--- src/design/gqtl_pkg.sv ---
// Shared types and constants of the glyph quad text layout block.
package gqtl_pkg;

	localparam int GLYPH_COUNT_DEF = 256;
	localparam int SIZE_SLOTS_DEF  = 4;
	localparam int PEN_BITS_DEF    = 20;

	localparam logic [1:0] OP_LOAD_GLYPH   = 2'd0;
	localparam logic [1:0] OP_LOAD_METRICS = 2'd1;
	localparam logic [1:0] OP_START        = 2'd2;
	localparam logic [1:0] OP_PLACE        = 2'd3;

	localparam logic [7:0] CODE_SPACE   = 8'd32;
	localparam logic [7:0] CODE_TAB     = 8'd9;
	localparam logic [7:0] CODE_NEWLINE = 8'd10;
	localparam int         TAB_SHIFT    = 2;  // tab = four widths

	localparam logic [2:0] KIND_START   = 3'd0;
	localparam logic [2:0] KIND_SPACE   = 3'd1;
	localparam logic [2:0] KIND_TAB     = 3'd2;
	localparam logic [2:0] KIND_NEWLINE = 3'd3;
	localparam logic [2:0] KIND_GLYPH   = 3'd4;

	localparam int         APB_ADDR_BITS   = 4;
	localparam logic [1:0] REG_FONT_SIZE   = 2'd0;
	localparam logic [1:0] REG_TEX_WIDTH   = 2'd1;
	localparam logic [1:0] REG_TEX_HEIGHT  = 2'd2;

	localparam int QUEUE_DEPTH = 4;
	localparam int QPTR_BITS   = $clog2(QUEUE_DEPTH);
	localparam int QCNT_BITS   = $clog2(QUEUE_DEPTH + 1);

	localparam int UV_LANES = 4;
	localparam int LANE_UL  = 0;
	localparam int LANE_UR  = 1;
	localparam int LANE_VT  = 2;
	localparam int LANE_VB  = 3;

	localparam logic [16:0] UV_ONE      = 17'h10000;
	localparam logic [2:0]  LAST_CORNER = 3'd5;
	localparam int          OUT_XY_BITS = 20;

	typedef struct packed {
		logic [2:0]  font_size;
		logic [15:0] tex_width;
		logic [15:0] tex_height;
	} cfg_t;

	typedef struct packed {
		logic [2:0]  kind;
		logic [15:0] left;
		logic [15:0] right;
		logic [15:0] top;
		logic [15:0] bottom;
	} q_entry_t;

	typedef struct packed {
		logic                 valid;
		logic [QCNT_BITS-1:0] count;
	} q_status_t;

endpackage

--- src/design/gqtl_queue.sv ---
// Short FIFO between the front end and the back end.
module gqtl_queue (
	input  logic                clk,
	input  logic                arst_n,
	input  logic                push,
	input  gqtl_pkg::q_entry_t  push_entry,
	input  logic                pop,
	output gqtl_pkg::q_entry_t  head,
	output gqtl_pkg::q_status_t status
);

	gqtl_pkg::q_entry_t               entries_q [gqtl_pkg::QUEUE_DEPTH];
	logic [gqtl_pkg::QPTR_BITS-1:0]   wr_ptr_q;
	logic [gqtl_pkg::QPTR_BITS-1:0]   rd_ptr_q;
	logic [gqtl_pkg::QCNT_BITS-1:0]   count_q;

	always_ff @(posedge clk) begin
		if (push) begin
			entries_q[wr_ptr_q] <= push_entry;
		end
	end

	// The front end never pushes into a full queue.
	always_ff @(posedge clk or negedge arst_n) begin
		if (!arst_n) begin
			wr_ptr_q <= '0;
			rd_ptr_q <= '0;
			count_q  <= '0;
		end else begin
			if (push) begin
				wr_ptr_q <= wr_ptr_q + 1'b1;
			end
			if (pop) begin
				rd_ptr_q <= rd_ptr_q + 1'b1;
			end
			if (push && !pop) begin
				count_q <= count_q + 1'b1;
			end else if (pop && !push) begin
				count_q <= count_q - 1'b1;
			end
		end
	end

	assign head         = entries_q[rd_ptr_q];
	assign status.valid = count_q != '0;
	assign status.count = count_q;

endmodule

--- config.mk ---
export PLATFORM = sky130hd
export DESIGN_NAME = gqtl_queue
export DESIGN_NICKNAME = d
export VERILOG_FILES = /design/src/design/gqtl_pkg.sv /design/src/design/gqtl_queue.sv
export SDC_FILE = /design/constraint.sdc
export NUM_CORES = 1
export LEC_CHECK = 0
export ABC_CLOCK_PERIOD_IN_PS = 2700
export BUFFER_PORTS_ARGS = -buffer_cell sky130_fd_sc_hd__buf_4
export CELL_PAD_IN_SITES_DETAIL_PLACEMENT = 0
export CELL_PAD_IN_SITES_GLOBAL_PLACEMENT = 1
export CORE_MARGIN = 2
export CORE_UTILIZATION = 45
export CTS_CLUSTER_SIZE = 24
export DETAILED_ROUTE_END_ITERATION = 10
export HOLD_SLACK_MARGIN = 0.02
export PLACE_DENSITY = 0.78
export SLEW_MARGIN = 20
export SYNTH_ARGS = -nofsm -noshare
export SYNTH_HDL_FRONTEND = slang
export SYNTH_SLANG_ARGS = --single-unit
--- constraint.sdc ---
create_clock -name clk -period 2.7 [get_ports clk]
set_input_delay 0 -clock clk [delete_from_list [all_inputs] [get_ports clk]]
set_output_delay 0 -clock clk [all_outputs]
set_load 0.01 [all_outputs]
==> results.md <==
- Status: finished, final reports clean
- Crit path DAT: 2.30 ns
- Clock root cell: clkbuf_16
- Slowest CP cell: dfrtp_4
- Gate Count Post-Synth: 384
- Largest net degree at the start of global routing: 69
- Cell area after synthesis: 0.01006 mm²
- Post-synthesis mux area share: 15.11%
- Buffers on Ports: 141
- Longest Clk Path Bufs: 3
- Final Max Slew Viols: 0
- Asr flop ratio synth: approximately 2.5%
- Total Nets Final: slightly below 700
- CTS H-tree depth: 1
- Final wirelength: 18.67 mm
- Largest family of logic cells by synthesized area: multiplexers
- Slowest cell delay on critical path: roughly 0.66 ns
- RSZ-0062 raised after global routing: false
- Xor/xnor share of the synthesized area: 0.5222%
- Area of the multi-input gates: 0.001713 mm²
- Post-synthesis adder-cell area fraction: 0.8206%
- Seq/Total Area, Yosys: ~80%
- Vias: 4680
- Max Clk Rate: 435.7 MHz
- Worst slew pin tran: between 1 and 1.5 ns
- 1st-iter DRT viols: 227
- CTS tree: built
- Max cap viols: 0
- Top cell by count, worst path: buf_4
- # rows: 54
- Power Density: 1051 mW/mm²
- Die area: 0.02358 mm²
- Worst Path Max Fanout: 17
- Critical-path cell list: buf_4 -> mux4_2 -> buf_4
- Synth cell count leaders: edfxtp_1, mux4_2, dfrtp_1
- Placed Area: 0.01150 mm²
- Worst-skew pair later-pin latency: 0.52 ns
- Most frequent cell after synthesis: edfxtp_1
- IO Count: 142
- WL/cell: about 20 µm
- Die X: 153.5 µm
- Area growth, synth to finish: 30.10%
- Synth warnings: 0
- Number of detailed-route iterations in the first pass: 4
- Top-area cell type share of the netlist area: 79.97%
- # fillers: roughly 1600
- GRT Util Overall: 15.79%
- CORE AREA: 0.02189 mm²
- Relative slew slack: 32.18%
- Share of the clock period used by the worst path: 85.01%
- Worst min path class: input port to flop
- Detailed placement HPWL: 11.02 mm
- Synth Area in Simple Gates: 0.4227%
- Setup crit start kind: flop
- Synth cell types: 19
- Worst slack, placed: 0.8445 ns
- Residual DRC: 0
- R2R Setup Slk: 0.88 ns
- Max rail drop VDD: between 0.7 and 0.8 mV
- Synthesis-stage register bit count: roughly 280
- Die height: 153.5 µm
- Share of cells above drive strength 1: between 40 and 50%
- Post-route ant nets: 0
- Post-synth top area cell: edfxtp_1
- Placer Congestion: 0.7349
- Syn avg cell area: around 26 µm²
- Hold Vio Cnt, Final: 0
- Initial Utilization: a little under half
- First-pass GRT wire length: 28.72 mm
- Top FF cell, synth: edfxtp_1
- Congestion Overflow GR: 0
- Syn_nets: 461
- Final TNS setup: 0 ns
- Clk sink count: 275
- Req. time, crit path: 2.70 ns
- FF/Latch Area: 0.008230 mm²
- Hold slack final: 0.2148 ns
- PnR worst setup slack: ~0.40 ns
- Kind of critical path: flop to output port
- Fin cells: 918
- Synth area leaders: edfxtp_1, mux4_2, dfrtp_1
- Synth Area in Compound Gates: less than 1%
- Cell count after placement: about 800
- Ant diodes: 0
- Vias per cell: ~5.1
- Worst Setup End Kind: output port
- CTS Buf Count: 27
- Final instance area: 0.01309 mm²
- Final setup fails: 0
- Leakage Power: roughly 4.5 nW
- Minimum clock period: 2.295 ns
- PostCTS Resize Cnt: 0
- Setup Skew: approximately 0.015 ns
- Number of enable flip-flop cells after synthesis: 268
- Vias in the first global route: 5086
- Initial antenna violation count: 0
- Clock slew at reported path FFs: ~0.060 ns
[stage by stage]
stage / utilization [%] / power (mW)
floorplan: - / 8.354
global placement: 52.52 / 10.09
detailed placement: 52.52 / 10.18
CTS: 59.81 / 13.99
global route: 59.81 / 14.40
finish: 59.81 / 13.76
[where the power goes]
group / switching, mW / internal [mW] / leakage (nW)
logic: 1.79 / 2.20 / 1.58
clock network: 1.49 / 2.21 / 0.426
registers: 0.486 / 5.59 / 2.54
total: 3.76 / 9.99 / 4.55
[critical path: cells and delay by family, from the launching register on]
kind,cells,cell delay [ns]
flip-flops,1,0.66
multiplexers,1,0.58
buffers and inverters,2,0.53
[cell families (layout without fill, tap and decap cells)]
family,after synthesis,in the layout
multiplexers,68,68
buffers and inverters,20,274
adder cells (fa/ha/maj),6,6
AO/OA/AOI/OAI,1,1
XOR/XNOR,6,6
flip-flops,275,275
AND/OR/NAND/NOR,8,8
[final timing paths]
kind                                start                to  cells past startpoint
max in group asynchronous          arst_n       rd_ptr_q[0]                      3
min                        push_entry[57]  entries_q[3][57]                      2
max reg2reg                   wr_ptr_q[0]  entries_q[0][53]                      4
min in group asynchronous          arst_n       rd_ptr_q[1]                      3
min reg2reg                    count_q[2]        count_q[2]                      1
max                           rd_ptr_q[0]          head[10]                      3
[area by class of cell]
class	instances	area share [%]
well taps	280	2.676
clock buffers	30	5.247
inverters	4	0.1147
clock inverters	19	1.510
flip-flops and latches	275	62.86
multi-input cells	89	13.08
repair buffers	221	14.51
[layout by cell type, fill, tap and decap left out, types with 2 or more instances in the layout]
| cell | n |
|---|---|
| edfxtp_1 | 268 |
| buf_4 | 145 |
| dlygate4sd3_1 | 71 |
| mux4_2 | 67 |
| clkbuf_16 | 27 |
| clkinv_1 | 8 |
| ha_1 | 5 |
| dfrtp_1 | 5 |
| buf_12 | 5 |
| inv_1 | 4 |
| and2_4 | 4 |
| xor2_1 | 4 |
| bufinv_16 | 4 |
| clkbuf_1 | 3 |
| clkinv_2 | 3 |
| xnor2_1 | 2 |
| nand2_1 | 2 |
| inv_6 | 2 |
| clkinvlp_4 | 2 |
| dfrtp_4 | 2 |
[timing repair]
action	CTS	global route
hold endpoints to repair	281	0
hold buffers	71	0
setup buffers	0	0
[registers in the layout (all words and copies together) (netlist names)]
register	flops
rd_ptr_q	2
count_q	3
wr_ptr_q	2
entries_q	268
[layer usage]
metal  vias up  GRT usage [%]  wire, µm
li1       2112              -         -
met1      2413          21.04      7731
met2       129          26.75      9605
met3        26          3.157       930
met4         0          4.587       400
met5         -              0         0
No activity file was read; power rests on OpenSTA's default activity.
