### config.mk
export PLATFORM = sky130hd
export DESIGN_NAME = gqtl_back
export DESIGN_NICKNAME = d
export VERILOG_FILES = /design/src/design/gqtl_pkg.sv /design/src/design/gqtl_div.sv /design/src/design/gqtl_back.sv
export SDC_FILE = /design/constraint.sdc
export NUM_CORES = 1
export LEC_CHECK = 0
export ABC_CLOCK_PERIOD_IN_PS = 23700
export BUFFER_PORTS_ARGS = -buffer_cell sky130_fd_sc_hd__buf_2
export CAP_MARGIN = 30
export CELL_PAD_IN_SITES_DETAIL_PLACEMENT = 1
export CELL_PAD_IN_SITES_GLOBAL_PLACEMENT = 2
export CORE_UTILIZATION = 41
export CTS_CLUSTER_SIZE = 10
export DETAILED_ROUTE_END_ITERATION = 16
export PLACE_DENSITY_LB_ADDON = 0.15
export SYNTH_ARGS = -nofsm -noshare
export SYNTH_HDL_FRONTEND = slang
export SYNTH_HIERARCHICAL = 1
export SYNTH_SLANG_ARGS = --single-unit
### constraint.sdc
create_clock -name clk -period 23.7 [get_ports clk]
set_input_delay 3.555 -clock clk [delete_from_list [all_inputs] [get_ports clk]]
set_output_delay 3.555 -clock clk [all_outputs]
set_load 0.05 [all_outputs]
### src/design/gqtl_pkg.sv
// Shared types and constants of the glyph quad text layout block.
package gqtl_pkg;

	localparam int GLYPH_COUNT_DEF = 256;
	localparam int SIZE_SLOTS_DEF  = 4;
	localparam int PEN_BITS_DEF    = 20;

	localparam logic [1:0] OP_LOAD_GLYPH   = 2'd0;
	localparam logic [1:0] OP_LOAD_METRICS = 2'd1;
	localparam logic [1:0] OP_START        = 2'd2;
	localparam logic [1:0] OP_PLACE        = 2'd3;

	localparam logic [7:0] CODE_SPACE   = 8'd32;
	localparam logic [7:0] CODE_TAB     = 8'd9;
	localparam logic [7:0] CODE_NEWLINE = 8'd10;
	localparam int         TAB_SHIFT    = 2;  // tab = four widths

	localparam logic [2:0] KIND_START   = 3'd0;
	localparam logic [2:0] KIND_SPACE   = 3'd1;
	localparam logic [2:0] KIND_TAB     = 3'd2;
	localparam logic [2:0] KIND_NEWLINE = 3'd3;
	localparam logic [2:0] KIND_GLYPH   = 3'd4;

	localparam int         APB_ADDR_BITS   = 4;
	localparam logic [1:0] REG_FONT_SIZE   = 2'd0;
	localparam logic [1:0] REG_TEX_WIDTH   = 2'd1;
	localparam logic [1:0] REG_TEX_HEIGHT  = 2'd2;

	localparam int QUEUE_DEPTH = 4;
	localparam int QPTR_BITS   = $clog2(QUEUE_DEPTH);
	localparam int QCNT_BITS   = $clog2(QUEUE_DEPTH + 1);

	localparam int UV_LANES = 4;
	localparam int LANE_UL  = 0;
	localparam int LANE_UR  = 1;
	localparam int LANE_VT  = 2;
	localparam int LANE_VB  = 3;

	localparam logic [16:0] UV_ONE      = 17'h10000;
	localparam logic [2:0]  LAST_CORNER = 3'd5;
	localparam int          OUT_XY_BITS = 20;

	typedef struct packed {
		logic [2:0]  font_size;
		logic [15:0] tex_width;
		logic [15:0] tex_height;
	} cfg_t;

	typedef struct packed {
		logic [2:0]  kind;
		logic [15:0] left;
		logic [15:0] right;
		logic [15:0] top;
		logic [15:0] bottom;
	} q_entry_t;

	typedef struct packed {
		logic                 valid;
		logic [QCNT_BITS-1:0] count;
	} q_status_t;

endpackage

### src/design/gqtl_div.sv
// Four-lane texel-to-0.16 divider, two restoring steps per cycle per lane.
module gqtl_div (
	input  logic        clk,
	input  logic        arst_n,
	input  logic        start,
	input  logic [15:0] coord   [gqtl_pkg::UV_LANES],
	input  logic [15:0] divisor [gqtl_pkg::UV_LANES],
	output logic        done,
	output logic [16:0] quo     [gqtl_pkg::UV_LANES]
);

	localparam int STEPS      = 2;
	localparam int DIV_CYCLES = 16 / STEPS;
	localparam int CW         = $clog2(DIV_CYCLES);

	logic [15:0]   dsr_q [gqtl_pkg::UV_LANES];
	logic [16:0]   rem_q [gqtl_pkg::UV_LANES];
	logic [15:0]   quo_q [gqtl_pkg::UV_LANES];
	logic          sat_q [gqtl_pkg::UV_LANES];
	logic [16:0]   rem_d [gqtl_pkg::UV_LANES];
	logic [15:0]   quo_d [gqtl_pkg::UV_LANES];
	logic [15:0]   dsr_in [gqtl_pkg::UV_LANES];
	logic          busy_q;
	logic [CW-1:0] cnt_q;

	assign done = busy_q && (cnt_q == CW'(DIV_CYCLES - 1));

	// Unless a lane saturates, its remainder stays below the divisor, so bit 16 is clear between steps.
	always_comb begin
		for (int i = 0; i < gqtl_pkg::UV_LANES; i++) begin
			dsr_in[i] = (divisor[i] == 16'd0) ? 16'd1 : divisor[i];
			rem_d[i]  = rem_q[i];
			quo_d[i]  = quo_q[i];
			for (int k = 0; k < STEPS; k++) begin
				if ({rem_d[i][15:0], 1'b0} >= {1'b0, dsr_q[i]}) begin
					rem_d[i] = {rem_d[i][15:0], 1'b0} - {1'b0, dsr_q[i]};
					quo_d[i] = {quo_d[i][14:0], 1'b1};
				end else begin
					rem_d[i] = {rem_d[i][15:0], 1'b0};
					quo_d[i] = {quo_d[i][14:0], 1'b0};
				end
			end
		end
	end

	always_ff @(posedge clk) begin
		for (int i = 0; i < gqtl_pkg::UV_LANES; i++) begin
			if (start) begin
				dsr_q[i] <= dsr_in[i];
				rem_q[i] <= {1'b0, coord[i]};
				quo_q[i] <= '0;
				sat_q[i] <= coord[i] >= dsr_in[i];  // u of one or more saturates
			end else if (busy_q) begin
				rem_q[i] <= rem_d[i];
				quo_q[i] <= quo_d[i];
			end
		end
	end

	always_ff @(posedge clk or negedge arst_n) begin
		if (!arst_n) begin
			busy_q <= 1'b0;
			cnt_q  <= '0;
		end else if (start) begin
			busy_q <= 1'b1;
			cnt_q  <= '0;
		end else if (busy_q) begin
			cnt_q <= cnt_q + 1'b1;
			if (done) begin
				busy_q <= 1'b0;
			end
		end
	end

	always_comb begin
		for (int i = 0; i < gqtl_pkg::UV_LANES; i++) begin
			quo[i] = sat_q[i] ? gqtl_pkg::UV_ONE : {1'b0, quo_q[i]};
		end
	end

endmodule

### src/design/gqtl_back.sv
// Back end: pen update, texture coordinates and six-vertex quad output.
module gqtl_back #(
	parameter int PEN_BITS = gqtl_pkg::PEN_BITS_DEF
) (
	input  logic                clk,
	input  logic                arst_n,
	input  gqtl_pkg::q_status_t q_status,
	input  gqtl_pkg::q_entry_t  head,
	output logic                pop,
	input  gqtl_pkg::cfg_t      cfg,
	output logic                out_valid,
	input  logic                out_stall,
	output logic [19:0]         vert_x,
	output logic [19:0]         vert_y,
	output logic [16:0]         tex_u,
	output logic [16:0]         tex_v,
	output logic [2:0]          corner_index,
	output logic                last_vertex
);

	localparam int SUMW = PEN_BITS + 4;

	localparam logic [1:0] ST_IDLE = 2'd0;
	localparam logic [1:0] ST_DIV  = 2'd1;
	localparam logic [1:0] ST_EMIT = 2'd2;

	logic [1:0]            state_q;
	logic [2:0]            corner_q;
	logic [PEN_BITS-1:0]   pen_x_q;
	logic [PEN_BITS-1:0]   pen_y_q;
	logic [PEN_BITS-1:0]   x0_q;
	logic [PEN_BITS-1:0]   x1_q;
	logic [PEN_BITS-1:0]   y0_q;
	logic [PEN_BITS-1:0]   y1_q;

	logic signed [SUMW-1:0] w_ext;
	logic signed [SUMW-1:0] h_ext;
	logic signed [SUMW-1:0] sum_x;
	logic signed [SUMW-1:0] sum_y;
	logic [PEN_BITS-1:0]    sat_x;
	logic [PEN_BITS-1:0]    sat_y;

	logic                  div_start;
	logic                  div_done;
	logic [15:0]           div_coord [gqtl_pkg::UV_LANES];
	logic [15:0]           div_size  [gqtl_pkg::UV_LANES];
	logic [16:0]           div_quo   [gqtl_pkg::UV_LANES];

	logic                  load;
	logic                  use_x1;
	logic                  use_y1;
	logic [PEN_BITS-1:0]   sel_x;
	logic [PEN_BITS-1:0]   sel_y;

	logic                  out_valid_q;
	logic [19:0]           vert_x_q;
	logic [19:0]           vert_y_q;
	logic [16:0]           tex_u_q;
	logic [16:0]           tex_v_q;
	logic [2:0]            corner_out_q;

	function automatic logic [PEN_BITS-1:0] sat_pen(input logic signed [SUMW-1:0] v);
		if (v[SUMW-1]) begin
			return '0;
		end else if (|v[SUMW-2:PEN_BITS]) begin
			return '1;
		end
		return v[PEN_BITS-1:0];
	endfunction

	// Widths and heights are signed edge differences.
	assign w_ext = $signed({{(SUMW-16){1'b0}}, head.right}) -
		$signed({{(SUMW-16){1'b0}}, head.left});
	assign h_ext = $signed({{(SUMW-16){1'b0}}, head.bottom}) -
		$signed({{(SUMW-16){1'b0}}, head.top});

	assign sum_x = $signed({{(SUMW-PEN_BITS){1'b0}}, pen_x_q}) +
		((head.kind == gqtl_pkg::KIND_TAB) ? (w_ext <<< gqtl_pkg::TAB_SHIFT) : w_ext);
	assign sum_y = $signed({{(SUMW-PEN_BITS){1'b0}}, pen_y_q}) + h_ext;
	assign sat_x = sat_pen(sum_x);
	assign sat_y = sat_pen(sum_y);

	assign pop       = (state_q == ST_IDLE) && q_status.valid;
	assign div_start = pop && (head.kind == gqtl_pkg::KIND_GLYPH);

	assign div_coord[gqtl_pkg::LANE_UL] = head.left;
	assign div_coord[gqtl_pkg::LANE_UR] = head.right;
	assign div_coord[gqtl_pkg::LANE_VT] = head.top;
	assign div_coord[gqtl_pkg::LANE_VB] = head.bottom;
	assign div_size[gqtl_pkg::LANE_UL]  = cfg.tex_width;
	assign div_size[gqtl_pkg::LANE_UR]  = cfg.tex_width;
	assign div_size[gqtl_pkg::LANE_VT]  = cfg.tex_height;
	assign div_size[gqtl_pkg::LANE_VB]  = cfg.tex_height;

	gqtl_div u_div (
		.clk     (clk),
		.arst_n  (arst_n),
		.start   (div_start),
		.coord   (div_coord),
		.divisor (div_size),
		.done    (div_done),
		.quo     (div_quo)
	);

	always_ff @(posedge clk or negedge arst_n) begin
		if (!arst_n) begin
			state_q  <= ST_IDLE;
			corner_q <= '0;
			pen_x_q  <= '0;
			pen_y_q  <= '0;
		end else begin
			unique case (state_q)
				ST_IDLE: begin
					if (pop) begin
						unique case (head.kind)
							gqtl_pkg::KIND_START: begin
								pen_x_q <= '0;
								pen_y_q <= '0;
							end
							gqtl_pkg::KIND_SPACE, gqtl_pkg::KIND_TAB: begin
								pen_x_q <= sat_x;
							end
							gqtl_pkg::KIND_NEWLINE: begin
								pen_x_q <= '0;
								pen_y_q <= sat_y;
							end
							gqtl_pkg::KIND_GLYPH: begin
								pen_x_q <= sat_x;
								state_q <= ST_DIV;
							end
							default: begin
							end
						endcase
					end
				end
				ST_DIV: begin
					if (div_done) begin
						corner_q <= '0;
						state_q  <= ST_EMIT;
					end
				end
				ST_EMIT: begin
					if (load) begin
						corner_q <= corner_q + 3'd1;
						if (corner_q == gqtl_pkg::LAST_CORNER) begin
							state_q <= ST_IDLE;
						end
					end
				end
				default: begin
					state_q <= ST_IDLE;
				end
			endcase
		end
	end

	always_ff @(posedge clk) begin
		if (div_start) begin
			x0_q <= pen_x_q;
			y0_q <= pen_y_q;
			x1_q <= sat_x;
			y1_q <= sat_y;
		end
	end

	// Corners: 0 (x0,y0) 1 (x1,y0) 2 (x1,y1) 3 (x0,y0) 4 (x1,y1) 5 (x0,y1).
	always_comb begin
		unique case (corner_q)
			3'd1:    begin use_x1 = 1'b1; use_y1 = 1'b0; end
			3'd2:    begin use_x1 = 1'b1; use_y1 = 1'b1; end
			3'd4:    begin use_x1 = 1'b1; use_y1 = 1'b1; end
			3'd5:    begin use_x1 = 1'b0; use_y1 = 1'b1; end
			default: begin use_x1 = 1'b0; use_y1 = 1'b0; end
		endcase
	end

	assign sel_x = use_x1 ? x1_q : x0_q;
	assign sel_y = use_y1 ? y1_q : y0_q;
	assign load  = (state_q == ST_EMIT) && (!out_valid_q || !out_stall);

	always_ff @(posedge clk or negedge arst_n) begin
		if (!arst_n) begin
			out_valid_q <= 1'b0;
		end else if (load) begin
			out_valid_q <= 1'b1;
		end else if (!out_stall) begin
			out_valid_q <= 1'b0;
		end
	end

	always_ff @(posedge clk) begin
		if (load) begin
			vert_x_q     <= gqtl_pkg::OUT_XY_BITS'(32'(sel_x));
			vert_y_q     <= gqtl_pkg::OUT_XY_BITS'(32'(sel_y));
			tex_u_q      <= use_x1 ? div_quo[gqtl_pkg::LANE_UR] : div_quo[gqtl_pkg::LANE_UL];
			tex_v_q      <= use_y1 ? div_quo[gqtl_pkg::LANE_VB] : div_quo[gqtl_pkg::LANE_VT];
			corner_out_q <= corner_q;
		end
	end

	assign out_valid    = out_valid_q;
	assign vert_x       = vert_x_q;
	assign vert_y       = vert_y_q;
	assign tex_u        = tex_u_q;
	assign tex_v        = tex_v_q;
	assign corner_index = corner_out_q;
	assign last_vertex  = corner_out_q == gqtl_pkg::LAST_CORNER;

endmodule

==> reports/summary.txt, run 1 <==
status: complete, no violations
layout cells sized above 1: 0.140
minimum clock period: 8.24 ns
Synth warnings: 6
register area share after synthesis: 0.416
final wirelength: 84500 um
Chip Width: 266 um
largest net degree at the start of global routing: 157
Net Count, Synth: 3257
fmax: 0.121 GHz
Pre-antenna DRT Iters: 4
cells on worst reg2reg path: 20
Cells after Synth: 2868
share of the synthesized area in the top cell type: 0.372
Leak Pwr: 13.7 nW
GRT Total Usage: 0.238
TritonCTS clock tree: built
total of max-cap violations: 0
Util after Layout: 0.465
synth unique cells: 91
post_cts resized: 0
Wirelength per Cell: 21.4 um
Synth top cells by count: edfxtp_1, ha_1, nand2_1, inv_1, o21ai_0
FF+latch count, synth: 403
EDFF count, synth: 353
CP Launch Type: input port
DR iter-0 viols: 1078
TritonCTS buffer count: 51
unrepaired setup endpoints after global routing: false
drt via density: 5.56
FF+latch area: 0.0119 mm2
slew of the pin with the lowest slew margin: 1.01 ns
DRC: 0
Fin Setup TNS: 0 ns
mapped cell area: 0.0285 mm2
critical path arrival: 8.76 ns
Final Power: 5.00 mW
Hold Crit Depth: 0
top fanout value on the critical path: 15
synth top area cells: edfxtp_1, ha_1, dfrtp_1
Chip Height: 266 um
Slew HR: 0.324
total grt overflow: 0
n_diodes: 0
first-pass GRT wire length: 132000 um
most common cell in the synthesized netlist: edfxtp_1
Placer Congestion: 0.851
vias in the first global route: 23500
nets: 3375
Fill cells: 7730
hold buffer count at CTS: 0
clk buf depth: 3
core area: 0.0687 mm2
fin crit share: 0.348
root buf cell: clkbuf_16
clk sinks: 403
r2r setup slk: 17.21 ns
Layout Skew: 0.0531 ns
Synth Flop Type: edfxtp_1
Async S/R FF share, synth: 0.124
Final ANT Viol Nets: 0
worst reg2reg startpoint: u_div/dsr_q[3][1]
vias after detailed routing: 22000
Die ar.: 0.0706 mm2
Final setup viols: 0
Final Hold Fails: 0
multi-input logic area: 0.0154 mm2
max-slew violations: 0
Hold Startpoint: pen_y_q[5]
leading area contributor after synthesis: edfxtp_1
area delta synth->final: 12.1%
Initial Util: 0.415
P per Cell Area: 156 mW/mm2
Post CTS Setup Buffer Count: 0
H-tree depth: 2
PortBufs: 182
latest clock arrival within the worst-skew pair: 0.63 ns
Rows: 96
worst endpoint required time: 24.22 ns
I/O pin cnt: 189
initial antenna violation count: 0
WS Path Type: in2reg
crit end category: flop
Peak VDD IR: 0.0875 mV
Syn Area/Cell: 9.94 um2
Worst Hold Class: reg2reg
CP Launch Point: head[17]
clock-pin slew on the worst setup and hold paths: 0.06 ns
hpwl dp: 63200 um
[state kept, by name (all words and copies together) (netlist names)]
name and flops:
u_div/dsr_q 64, u_div/quo_q 64, u_div/rem_q 64, pen_x_q 20, pen_y_q 20, vert_x 20
vert_y 20, x0_q 20, x1_q 20, y0_q 20, y1_q 20, tex_u 17
tex_v 17, u_div/sat_q 4, corner_index 3, corner_q 3, u_div/cnt_q 3, state_q 2
out_valid 1, u_div/busy_q 1
[kinds of logic (layout without fill, tap and decap cells)]
family                     Yosys count  after routing  share of synthesized area
AOI/OAI and AO/OA                  699            699                      0.162
xor gates and xnor gates           150            150                     0.0464
adders and majority gates          280            280                      0.125
buffers and inverters              352            508                     0.0488
DFF                                403            403                      0.416
muxes                              150            150                     0.0568
and+or+nand+nor                    834            834                      0.145
[routing by layer]
layer	up-vias	GRT usage	part of all wire	wire length [um]
li1	10600	-	-	-
met1	10900	0.294	0.43	36700
met5	-	0	0	0
met2	325	0.431	0.51	42900
met3	119	0.0243	0.027	2290
met4	0	0.0806	0.031	2600
[layout make-up]
type / instances / share of cell area
multi-input cells: 2113 / 0.481
repair buffers: 204 / 0.0370
clock inverters: 14 / 0.00560
inverters: 213 / 0.0250
clock buffers: 77 / 0.0443
well taps: 931 / 0.0365
flip-flops and latches: 403 / 0.371
[report_power, final]
group | switching [mW] | internal, mW
registers | 0.115 | 1.06
clock network | 0.313 | 0.434
logic | 1.80 | 1.27
[cells in the final DEF, fill, tap and decap left out, types with 22 or more instances in the layout]
cell	count
nand4_1	25
nand2_1	242
dfrtp_1	50
and2_1	71
nor3_1	56
nor2_1	183
mux2_2	95
a211oi_1	28
o21ai_0	197
o21a_1	28
a21oi_1	141
edfxtp_1	353
nand2b_1	25
ha_1	272
clkbuf_16	51
xnor2_1	89
buf_2	182
o211ai_1	23
clkbuf_1	22
nand3_1	36
a21o_1	84
a31oi_1	22
inv_1	213
mux2i_1	55
nor2b_1	92
xor2_1	60
[worst max-delay path, cell delays in order]
cell and delay [ns]:
buf_2 0.17, inv_1 0.07, ha_1 0.26, nor2b_1 0.12
o21ai_0 0.19, a21boi_0 0.15, o21ai_0 0.47, a21boi_0 0.26
o21ai_0 0.22, nand2_1 0.12, and4b_1 0.20, a311o_1 0.38
ha_1 0.42, a21oi_1 0.09, o211ai_1 0.19, o211ai_1 0.18
a211oi_1 0.32, o31ai_1 0.16, nor2b_1 0.18, xnor2_2 0.66
nor2_1 0.15, o21ai_0 0.23
[stage by stage]
stage                     area, um2  hold slack (ns)  instances  setup slack (ns)
final                         31900            0.459       3955             15.46
after global routing          31900            0.469       3955             15.05
after CTS                     31900            0.458       3953             15.45
after detailed placement      30300            0.483       3862             14.83
after floorplan               28500            0.423       2868              1.15
after global placement        30200            0.471       3858             14.89
[final timing paths]
check                               endpoint
setup / recovery                  pen_y_q[8]
hold / removal                       y0_q[5]
setup reg to reg           u_div/rem_q[3][4]
hold reg to reg                      y0_q[5]
max in group asynchronous         pen_y_q[5]
min in group asynchronous        pen_x_q[13]
(Power assumes the default switching activity.)
==> run 2, diff against run 1 <==
- ABC_CLOCK_PERIOD_IN_PS: 23700 -> 7900
- clock period: 23.7 -> 7.9 ns (I/O delays scaled with it)
==> run 2 against run 1 <==
Largest cell class unchanged. Critical path type is now reg2reg. Core utilization fell by 0.057 points. Routed wire length rose by 6.0%. Global-route usage rose by 1.2 points. Clock power rose to 3.0 times the previous value. Critical path depth fell by 3. Final cell count rose by 0.13%. Via count rose by 1.2%. Largest power group unchanged. Total power rose to 3.0 times the previous value.
==> reports/summary.txt, run 2 (same netlist as run 1, synthesis figures left out) <==
placed cell count: 3867 (+0.13%)
fmax: 0.153 GHz
GRT Total Usage: 0.250 (+0.0118)
CP Launch Point: u_div/dsr_q[3][1]
placed instance area: 0.0303 mm2 (+0.11%)
Util after Layout: 0.464 (-0.000565)
Final Hold Fails: 0 (unchanged)
first-pass GRT wire length: 136000 um (+3.3%)
vias in the first global route: 23100 (-1.5%)
Layout Skew: 0.0277 ns (-0.0253 ns)
Hold Startpoint: pen_x_q[17]
Chip Width: 266 um (unchanged)
max-slew violations: 0 (unchanged)
Peak VDD IR: 0.216 mV (+150%)
total grt overflow: 0 (unchanged)
Pre-antenna DRT Iters: 5 (+1)
latest clock arrival within the worst-skew pair: 0.61 ns (-0.02 ns)
DRC: 0 (unchanged)
fin worst setup slack: 1.38 ns (-14.08 ns)
total of max-cap violations: 0 (unchanged)
leading cell types in the layout, fill and taps excluded: edfxtp_1, ha_1, nand2_1, inv_1, o21ai_0
TritonCTS clock tree: built
clock-pin slew on the worst setup and hold paths: 0.05 ns (about the same)
Wirelength per Cell: 22.6 um (+5.9%)
initial antenna violation count: 7 (+7)
Slew HR: 0.356 (+0.0314)
hold buffer count at CTS: 0 (unchanged)
P per Cell Area: 470 mW/mm2 (+200%)
TritonCTS buffer count: 50 (-2.0%)
H-tree depth: 2 (unchanged)
DR iter-0 viols: 1136 (+5.4%)
final wirelength: 89500 um (+6.0%)
Fin Setup TNS: 0 ns (unchanged)
area delta synth->final: 11.9%
Worst Hold Class: reg2reg
Leak Pwr: 13.7 nW (about the same)
worst reg2reg startpoint: u_div/dsr_q[3][1]
CP Launch Type: flop
Fill cells: 7758 (+0.36%)
slew of the pin with the lowest slew margin: 0.964 ns (-0.0473 ns)
Die ar.: 0.0706 mm2 (unchanged)
Placer Congestion: 0.889 (+4.6%)
Final Power: 15.0 mW (+200%)
Initial Util: 0.415 (unchanged)
fin crit share: 0.825
Post CTS Setup Buffer Count: 0 (unchanged)
r2r setup slk: 1.38 ns (-15.83 ns)
vias after detailed routing: 22300 (+1.2%)
drt via density: 5.62 (+1.1%)
CP Cell Sequence: inv_1, ha_1, nor2b_1, o31a_1, o31a_1, o311a_4, o21ai_4, nand2_1, mux2_2, ha_1, o21a_1, o31a_1, o31ai_1, a21oi_1, o21a_1, o31a_1, or4b_1, and2_4, a221o_1
post_cts resized: 0 (unchanged)
R2R Path End: u_div/rem_q[3][3]
Final Hold Slack: 0.491 ns (+0.0321 ns)
cells on worst reg2reg path: 19 (-5.0%)
CP most frequent cell: o31a_1
largest net degree at the start of global routing: 156 (-0.64%)
unrepaired setup endpoints after global routing: false
status: complete, no violations
top fanout value on the critical path: 18 (+3)
fin cells: 3960 (+0.13%)
layout cells sized above 1: 0.141 (+0.00123)
Final setup viols: 0 (unchanged)
Chip Height: 266 um (unchanged)
Crit-path slowest cell: or4b_1
worst endpoint required time: 8.25 ns (-15.97 ns)
dpl ws: 1.30 ns (-13.53 ns)
Rows: 96 (unchanged)
critical path arrival: 6.87 ns (-1.89 ns)
clk buf depth: 3 (unchanged)
CP peak stage delay: 0.89 ns (+0.23 ns)
Final Instance Area: 0.0319 mm2 (-0.12%)
root buf cell: clkbuf_16
Final ANT Viol Nets: 0 (unchanged)
Hold Crit Depth: 0 (unchanged)
WS Path Type: reg2reg
crit end category: flop
biggest registers after layout: u_div/dsr_q x64, u_div/quo_q x64, u_div/rem_q x64
hpwl dp: 68100 um (+7.8%)
WHS Endpoint: x0_q[17]
core area: 0.0687 mm2 (unchanged)
most common library cell in the layout ignoring fill and taps: edfxtp_1
nets: 3377 (+0.059%)
minimum clock period: 6.52 ns
PortBufs: 182 (unchanged)
I/O pin cnt: 189 (unchanged)
clk sinks: 403 (unchanged)
[run 2: cell count changes in the layout (fill, tap and decap cells not counted), moves of 2 or more]
cell / delta
buf_4: +6
diode_2: +3
clkinv_1: -2
buf_16: -3
[run 2: routing by layer]
| layer | share of wire | track usage | vias to the layer above |
|---|---|---|---|
| li1 | - | - | 10600 |
| met3 | 0.033 | 0.0264 | 126 |
| met1 | 0.45 | 0.327 | 11200 |
| met2 | 0.48 | 0.427 | 377 |
| met5 | 0.00015 | 0 | - |
| met4 | 0.036 | 0.0896 | 2 |
[run 2: worst max-delay path by stage]
stage / end / slack, ns
after floorplan: u_div/quo_q[0][0] / -0.64
after global placement: u_div/rem_q[3][3] / 1.44
after global routing: u_div/rem_q[3][3] / 1.07
final: u_div/rem_q[3][3] / 1.38
after CTS: u_div/rem_q[3][3] / 1.35
after detailed placement: pen_y_q[8] / 1.30
[run 2: where the power goes]
part           internal [mW]  switching, mW  total (mW)
Combinational           3.79           5.47        9.25
Clock                   1.28          0.934        2.22
Sequential              3.19          0.343        3.54
Total                   8.27           6.74        15.0
[run 2: final cells by class]
cell class	count	area (um2)	share of cell area
Antenna cell	3	7.51	0.000235
Multi-Input combinational cell	2113	15400	0.482
Sequential cell	403	11900	0.371
Timing Repair Buffer	207	1140	0.0356
Clock inverter	13	176	0.00553
Inverter	213	800	0.0251
Tap cell	931	1160	0.0365
Clock buffer	77	1390	0.0436
[run 2: worst max-delay path: cells and delay by family, from the launching register on]
| family | cells | cell delay, ns |
|---|---|---|
| and+or+nand+nor | 4 | 1.81 |
| muxes | 1 | 0.44 |
| AOI/OAI and AO/OA | 11 | 2.79 |
| adders and majority gates | 2 | 0.62 |
| buffers and inverters | 1 | 0.15 |
| DFF | 1 | 0.43 |
==> run 3, diff against run 2 <==
- ABC_CLOCK_PERIOD_IN_PS: 7900 -> 5900
- CORE_UTILIZATION: 41 -> 37
- clock period: 7.9 -> 5.9 ns (I/O delays scaled with it)
==> run 3 against run 2 <==
Worst setup slack got worse by 1.1 ns. Final cell count grew 2.7%. Total power grew 35%. Sequential share of layout area decreased by 0.32 points. Largest cell class unchanged. Highest routed layer is now met4.
==> reports/summary.txt, run 3 (same netlist as run 1, synthesis figures left out) <==
hold buffer count at CTS: 0 (unchanged)
total of max-cap violations: 0 (unchanged)
most common library cell in the layout ignoring fill and taps: edfxtp_1
initial antenna violation count: 1 (-6)
minimum clock period: 5.65 ns (-0.870 ns)
TritonCTS clock tree: built
TritonCTS buffer count: 50 (unchanged)
r2r setup slk: 0.25 ns (-1.13 ns)
slew of the pin with the lowest slew margin: 0.997 ns (+0.0328 ns)
fin cells: 4068 (+2.7%)
DR iter-0 viols: 1165 (+2.6%)
WS Path Type: reg2reg
Worst Hold Class: in2async
max-slew violations: 0 (unchanged)
Initial Util: 0.375 (-0.0402)
placed cell count: 3982 (+3.0%)
nets: 3393 (+0.47%)
P per Cell Area: 628 mW/mm2 (+33%)
Rows: 101 (+5.2%)
H-tree depth: 2 (unchanged)
unrepaired setup endpoints after global routing: false
Fin Setup TNS: 0 ns (unchanged)
cells on worst reg2reg path: 21 (+2)
worst reg2reg startpoint: u_div/dsr_q[3][1]
Pre-antenna DRT Iters: 5 (unchanged)
Final setup viols: 0 (unchanged)
largest net degree at the start of global routing: 149 (-4.5%)
drt via density: 5.44 (-3.3%)
Chip Width: 280 um (+5.2%)
Final Hold Fails: 0 (unchanged)
area delta synth->final: 12.9%
vias in the first global route: 23300 (+1.0%)
worst endpoint required time: 6.25 ns (-2.00 ns)
DRC: 0 (unchanged)
PortBufs: 182 (unchanged)
leading cell types in the layout, fill and taps excluded: edfxtp_1, ha_1, nand2_1, inv_1, nor2_1
final wirelength: 86500 um (-3.3%)
Placer Congestion: 0.905 (+1.8%)
Final Hold Slack: 0.408 ns (-0.0828 ns)
status: complete, no violations
CP Launch Type: flop
GRT Total Usage: 0.220 (-0.0294)
Die ar.: 0.0782 mm2 (+11%)
vias after detailed routing: 22100 (-0.66%)
core area: 0.0761 mm2 (+11%)
clock-pin slew on the worst setup and hold paths: 0.06 ns (about the same)
I/O pin cnt: 189 (unchanged)
latest clock arrival within the worst-skew pair: 0.61 ns (about the same)
Final Power: 20.2 mW (+35%)
R2R Path End: u_div/rem_q[3][2]
clk sinks: 403 (unchanged)
hpwl dp: 65300 um (-4.0%)
first-pass GRT wire length: 135000 um (-0.46%)
fin crit share: 0.957 (+0.132)
fmax: 0.177 GHz (+15%)
crit end category: flop
total grt overflow: 0 (unchanged)
critical path arrival: 5.99 ns (-0.88 ns)
layout cells sized above 1: 0.150 (+0.00937)
Peak VDD IR: 0.291 mV (+35%)
Final ANT Viol Nets: 0 (unchanged)
root buf cell: clkbuf_16
Wirelength per Cell: 21.3 um (-5.9%)
Leak Pwr: 13.8 nW (+0.61%)
biggest registers after layout: u_div/dsr_q x64, u_div/quo_q x64, u_div/rem_q x64
top fanout value on the critical path: 13 (-5)
clk buf depth: 3 (unchanged)
Slew HR: 0.336 (-0.0203)
Chip Height: 280 um (+5.2%)
Layout Skew: 0.0299 ns (+0.00214 ns)
run 3: cell count changes in the layout (fill, tap and decap cells not counted), moves of 2 or more:
cell and delta:
nor3_1 -3, nor3b_2 +4, nor3_2 +3, clkbuf_1 -6
diode_2 -2, o21ai_0 -50, buf_12 +2, buf_4 +16
nand3_1 -2, o21ai_1 +50, nand3_2 +2, clkinv_1 +2
nor3b_1 -4, clkinv_16 -2
run 3: worst max path at each step:
| stage | start | endpoint | slack (ns) |
|---|---|---|---|
| floorplan | q_status[3] | u_div/quo_q[0][0] | -2.34 |
| global placement | head[17] | pen_y_q[10] | 0.22 |
| detailed placement | head[17] | pen_y_q[2] | 0.004 |
| CTS | u_div/dsr_q[3][1] | u_div/rem_q[3][2] | 0.10 |
| global route | u_div/dsr_q[3][1] | u_div/rem_q[3][2] | 0.05 |
| finish | u_div/dsr_q[3][1] | u_div/rem_q[3][2] | 0.25 |
run 3: cell type report:
class	instances	area, um2
Fill cell	8542	43900
Multi-Input combinational cell	2113	15500
Sequential cell	403	11900
Clock buffer	71	1380
Tap cell	1030	1290
Timing Repair Buffer	223	1260
Inverter	213	800
Clock inverter	14	134
Antenna cell	1	2.50
run 3: stage by stage:
step / worst slack, ns / cell area [um2] / utilization
after detailed placement: 0.00437 / 30700 / 0.403
after global placement: 0.219 / 30600 / 0.403
after global routing: 0.0535 / 32200 / 0.423
after floorplan: -2.34 / 28800 / -
final: 0.252 / 32200 / 0.423
after CTS: 0.105 / 32200 / 0.423
run 3: power by group:
part / leakage [nW] / switching, mW / internal [mW]
registers: 3.96 / 0.458 / 4.28
logic: 9.09 / 7.32 / 5.22
clock network: 0.742 / 1.23 / 1.70
run 3: critical path: stages, from the launching register on:
cell,delay [ns]
edfxtp_1,0.43
inv_1,0.15
ha_1,0.26
nor2b_1,0.15
o31a_1,0.28
o31a_1,0.30
o311a_4,0.40
o21ai_4,0.17
nand2_2,0.15
buf_4,0.19
a21oi_1,0.21
ha_1,0.33
o21a_1,0.13
o31a_1,0.14
o31ai_2,0.27
a21oi_1,0.17
o21a_1,0.25
o31a_1,0.27
or4b_1,0.60
buf_4,0.28
mux2i_1,0.18
o21ai_1,0.08
run 3: repair_timing:
| item | 4_1_cts | 5_1_grt |
|---|---|---|
| endpoints found under the setup margin | 0 | 24 |
| resized for setup | 0 | 3 |
| hold endpoints to repair | 0 | 0 |
| setup buffers | 0 | 0 |
run 3: per-layer routing:
metal	wire length [um]	vias up	global-route usage
li1	-	10700	-
met2	41600	331	0.375
met1	40600	11000	0.300
met3	2770	98	0.0248
met4	1520	0	0.0485
met5	0	-	0
